<file path="src/rtl/vlbs_pkg.sv">
// vlbs_pkg: shared types, codes and defaults of the variable length byte stack
// used by the top level, the serial unit, the checker and the bench
package vlbs_pkg;

	localparam int STORE_BYTES_DEF     = 16384;
	localparam int MAX_ENTRY_BYTES_DEF = 32;
	localparam int MAX_ENTRIES_DEF     = 1024;

	localparam int CMD_W   = 3;
	localparam int LEN_W   = 6;
	localparam int DEPTH_W = 11;
	localparam int INT_W   = 28;

	localparam logic [CMD_W-1:0] CMD_PUSH     = 3'd0;
	localparam logic [CMD_W-1:0] CMD_POP      = 3'd1;
	localparam logic [CMD_W-1:0] CMD_POP_BYTE = 3'd2;
	localparam logic [CMD_W-1:0] CMD_PEEK     = 3'd3;
	localparam logic [CMD_W-1:0] CMD_POP_INT  = 3'd4;

	localparam logic [1:0] STATUS_OK       = 2'd0;
	localparam logic [1:0] STATUS_EMPTY    = 2'd1;
	localparam logic [1:0] STATUS_NOT_BYTE = 2'd2;

	localparam logic [INT_W-1:0] SAT_INT = 28'hFFFFFFF;

	typedef struct packed {
		logic [CMD_W-1:0]   cmd;
		logic [7:0]         data_byte;
		logic               last;
		logic [LEN_W-1:0]   req_len;
		logic [DEPTH_W-1:0] depth;
	} vlbs_in_t;

	typedef struct packed {
		logic [1:0]       status;
		logic [7:0]       out_byte;
		logic [LEN_W-1:0] entry_len;
		logic [INT_W-1:0] int_value;
		logic             last_out;
	} vlbs_out_t;

	// one byte slot of a serial read stream
	typedef struct packed {
		logic             valid;
		logic             last;
		logic             pad;
		logic [CMD_W-1:0] cmd;
	} vlbs_beat_t;

endpackage

</file>
<file path="src/rtl/vlbs_serial.sv">
// vlbs_serial: byte-serial result unit, emits streamed bytes or folds them
// into a byte or int answer; holds the result register. uses vlbs_pkg
module vlbs_serial import vlbs_pkg::*; (
	input  logic             clk,
	input  logic             arst_n,
	input  vlbs_beat_t       beat,
	input  logic [7:0]       rd_byte,
	input  logic [LEN_W-1:0] entry_len,
	input  logic             dir_valid,
	input  vlbs_out_t        dir,
	output vlbs_out_t        result,
	output logic             result_strobe
);

	logic [7:0]  b;
	logic        take;
	logic        nz_q;
	logic        bad_q;
	logic [2:0]  cnt_q;
	logic [2:0]  cnt_nx;
	logic [23:0] val_q;
	logic [23:0] val_nx;
	logic        res_v;
	vlbs_out_t   res_c;

	always_comb begin
		b      = beat.pad ? 8'd0 : rd_byte;
		take   = nz_q || (b != 8'd0) || beat.last;
		cnt_nx = (cnt_q == 3'd4) ? cnt_q : cnt_q + 3'd1;
		val_nx = {val_q[15:0], b};
	end

	always_comb begin
		res_v = 1'b0;
		res_c = '0;
		if (dir_valid) begin
			res_v = 1'b1;
			res_c = dir;
		end else if (beat.valid) begin
			case (beat.cmd)
				CMD_POP, CMD_PEEK: begin
					res_v          = 1'b1;
					res_c.status   = STATUS_OK;
					res_c.out_byte = b;
					res_c.entry_len = entry_len;
					res_c.last_out = beat.last;
				end
				CMD_POP_BYTE: begin
					if (beat.last) begin
						res_v           = 1'b1;
						res_c.entry_len = entry_len;
						res_c.last_out  = 1'b1;
						if (bad_q) begin
							res_c.status = STATUS_NOT_BYTE;
						end else begin
							res_c.status   = STATUS_OK;
							res_c.out_byte = b;
						end
					end
				end
				CMD_POP_INT: begin
					if (beat.last) begin
						res_v           = 1'b1;
						res_c.status    = STATUS_OK;
						res_c.entry_len = entry_len;
						res_c.last_out  = 1'b1;
						res_c.int_value = (cnt_nx > 3'd3) ? SAT_INT : INT_W'(val_nx);
					end
				end
				default: begin
				end
			endcase
		end
	end

	always_ff @(posedge clk or negedge arst_n) begin
		if (!arst_n) begin
			result_strobe <= 1'b0;
			nz_q          <= 1'b0;
			bad_q         <= 1'b0;
			cnt_q         <= '0;
		end else begin
			result_strobe <= res_v;
			if (!beat.valid) begin
				nz_q  <= 1'b0;
				bad_q <= 1'b0;
				cnt_q <= '0;
			end else begin
				if (!beat.last && (b != 8'd0)) begin
					bad_q <= 1'b1;
				end
				if (take) begin
					nz_q  <= 1'b1;
					cnt_q <= cnt_nx;
				end
			end
		end
	end

	always_ff @(posedge clk) begin
		if (!beat.valid) begin
			val_q <= '0;
		end else if (take) begin
			val_q <= val_nx;
		end
		if (res_v) begin
			result <= res_c;
		end
	end

endmodule

</file>
<file path="config.mk">
export PLATFORM = sky130hd
export DESIGN_NAME = vlbs_serial
export DESIGN_NICKNAME = d
export VERILOG_FILES = /design/src/rtl/vlbs_pkg.sv /design/src/rtl/vlbs_serial.sv
export SDC_FILE = /design/constraint.sdc
export NUM_CORES = 1
export LEC_CHECK = 0
export BUFFER_PORTS_ARGS = -buffer_cell sky130_fd_sc_hd__buf_2
export CORE_UTILIZATION = 52
export CTS_BUF_LIST = sky130_fd_sc_hd__clkbuf_8 sky130_fd_sc_hd__clkbuf_16
export DETAILED_ROUTE_END_ITERATION = 12
export PLACE_DENSITY = 0.87
export SETUP_SLACK_MARGIN = 0.3
export SYNTH_ARGS = -nofsm -noshare
export SYNTH_HDL_FRONTEND = slang
export SYNTH_SLANG_ARGS = --single-unit
</file>
<file path="constraint.sdc">
create_clock -name clk -period 3.6 [get_ports clk]
set_clock_uncertainty 0.1 [all_clocks]
set_input_delay 0.54 -clock clk [delete_from_list [all_inputs] [get_ports clk]]
set_output_delay 0.54 -clock clk [all_outputs]
set_load 0.05 [all_outputs]
</file>
==> results.toml <==
[grt]
grt_antenna_before_repair = 0
grt_use_met3 = 0.0424
gr-usage-met2 = 0.396
grt-busiest-layer = "met2"
grt_start_max_net_pins = 47
grt-ovfl-total = 0
first_global_vias = 2281
grt_use_total = 0.237
grt_pass1_wl_um = 10800
use_met1 = 0.291

[clock_network]
cts_tree = "done"
worstSkewPairLatency_ps = 340
ctsHoldBuffers = 1
cts_sinks = 67
root_buffer = "clkbuf_8"
clkTransAtPathRegs_ps = 70
cts_inserted_buffers = 9
ctsHtreeMaxLevel = 3
cts_buffer_depth = 2
post_cts_buffers = 0
postCtsResizedCells = 0

[cells_and_area]
final_nets = 456
post-route-util = 0.680
syn_to_final_growth_pct = 26.0
fin_area_um2 = 3740
layout_commonest_cell = "buf_2"
drive_above_1_share = 0.350
final_cell_mix = "buf_2 (113), nand2_1 (58), edfxtp_1 (45), o21ai_0 (34), nor2_1 (30)"
antenna_cells = 0

[critical_path]
crit_buf_inv = 0
critPathMaxStageDelay_ps = 550
cp_common_cell = "o21ai_0"
critPathKind = "reg -> reg"
worst_setup_path_start_kind = "register"
crit_path_end_kind = "register"
critPathSlowestCell = "o21ai_0"
crit_chain = "ha_1 -> o21ai_0 -> o21ai_0 -> a32o_1"
critPathArrivalTime_ps = 2120
cp-startpoint = "cnt_q[0]"
cpLargestDelayFamily = "compound AO/OA/AOI/OAI gates"
worstPathRequired_ps = 3580
r2r-start = "cnt_q[0]"
path_max_fanout = 5

[die]
die_h_um = 77.6
coreArea_um2 = 5510
io_pins = 114
start_util = 0.540
dieArea_um2 = 6020
die_w_um = 77.6
row_count = 27

[detailed_routing]
detail-route-antenna-nets = 0
detail_route.vias_per_cell = 5.31
dr.first_iter.drc_count = 143
drc = 0
wl_um = 6900
wl_per_cell_um = 14.9
route.vias.total = 2458
first_pass_iters = 4

[pwr]
seqPwrFrac = 0.492
power.switching_mw = 0.595
powerDensity_nw_per_um2 = 496
worst_ir_drop_vdd_mv = 0.230
sw_frac_of_total = 0.320
comb_power_share = 0.224
p_leak_nw = 1.63
clockPowerShare = 0.284
p_int_mw = 1.26

[timing]
fmax_mhz = 469
setup_violations = 0
period_share = 0.593
slew_headroom = 0.505
rsz0062_at_grt = "no"
finalHoldViolCount = 0
setup_tns_ps = 0
worst_pin_slew_ps = 743
drv_slew = 0
min_period_ps = 2130

[synth]
synth-seq-cells = 67
yosys_warnings = 0
synth_ff_type = "edfxtp_1"
synth_area_um2 = 2970
ys_seq_area_frac = 0.613
avgSynthCellArea_um2 = 10.8
synthCells = 274
syn-num-nets = 344
synth_edf_count = 45
synthDistinctLibCells = 38
async_flop_share = 0.0896

[place]
placed_cell_area_um2 = 3570
io_buffers = 113
hpwlAfterDp_um = 4900
place.gp.congestion = 0.797

[min_path]
hold_class = "reg -> reg"
worstHoldStart = "val_q[13]"

[status]
outcome = "finished clean"

[flow_run]
cap_violations = 0
==> power by group through the flow <==
stage               combinational, mW  clock, mW  sequential (mW)
finish                          0.416      0.528            0.913
global route                    0.447      0.557            0.919
CTS                             0.418      0.527            0.914
detailed placement              0.416          0            0.930
global placement                0.408          0            0.927
floorplan                       0.132          0             1.09
==> stage by stage <==
step | hold WS, ps | instances | power [mW] | setup slack (ps)
finish | 369 | 463 | 1.86 | 1470
CTS | 364 | 463 | 1.86 | 1480
floorplan | 144 | 274 | 1.23 | 952
global route | 381 | 463 | 1.92 | 1370
global placement | 271 | 446 | 1.34 | 1270
detailed placement | 279 | 446 | 1.35 | 1210
==> cell usage after synthesis (3+ instances only) <==
cell type,n,area (µm²)
nand2_1,58,218
dfxtp_1,16,320
o21ai_0,34,170
mux2i_1,10,100
buf_6,3,33.8
clkbuf_1,8,30.0
buf_2,3,15.0
nor2b_1,8,50.1
nor2_1,30,113
inv_1,5,18.8
a22o_1,14,123
edfxtp_1,45,1350
dfrtp_1,6,150
o21ai_1,3,15.0
==> layer usage <==
| layer | wire [µm] | up-vias |
|---|---|---|
| met5 | 0 | - |
| met4 | 146 | 0 |
| met3 | 403 | 16 |
| met2 | 3520 | 88 |
| met1 | 2830 | 1157 |
| li1 | - | 1197 |
==> sequential cells by signal (all words and copies together) (netlist names) <==
signal,flops
cnt_q,3
val_q,16
result_strobe,1
nz_q,1
bad_q,1
result,45
==> area by class of cell <==
type / instances / area (µm²)
clock buffers: 10 / 138
clock inverters: 6 / 26.3
fillers: 441 / 1760
inverters: 5 / 18.8
multi-input cells: 187 / 1060
flip-flops and latches: 67 / 1820
well taps: 72 / 90.1
repair buffers: 116 / 591
==> final timing paths <==
kind	to	slack (ps)	depth (start not counted)
min in group asynchronous	cnt_q[1]	450	2
max in group asynchronous	result_strobe	2790	2
min	val_q[13]	370	2
max reg2reg	result[8]	1470	4
min reg2reg	val_q[13]	370	2
max	result[8]	1470	4
==> tightest hold or removal path, delay by kind of cell, from the launching register on <==
kind             cells  cell delay, ps
DFF                  1             310
muxes                1              50
and+or+nand+nor      1              50
==> cells by family after synthesis <==
family          Yosys count  share of synthesized area
compound gates           63                      0.136
buf+inv                  20                     0.0341
mux                      10                     0.0337
fa+ha+maj                 2                    0.00842
flops                    67                      0.613
xor+xnor                  1                    0.00295
simple gates            111                      0.172
No activity file was read; power rests on OpenSTA's default activity.
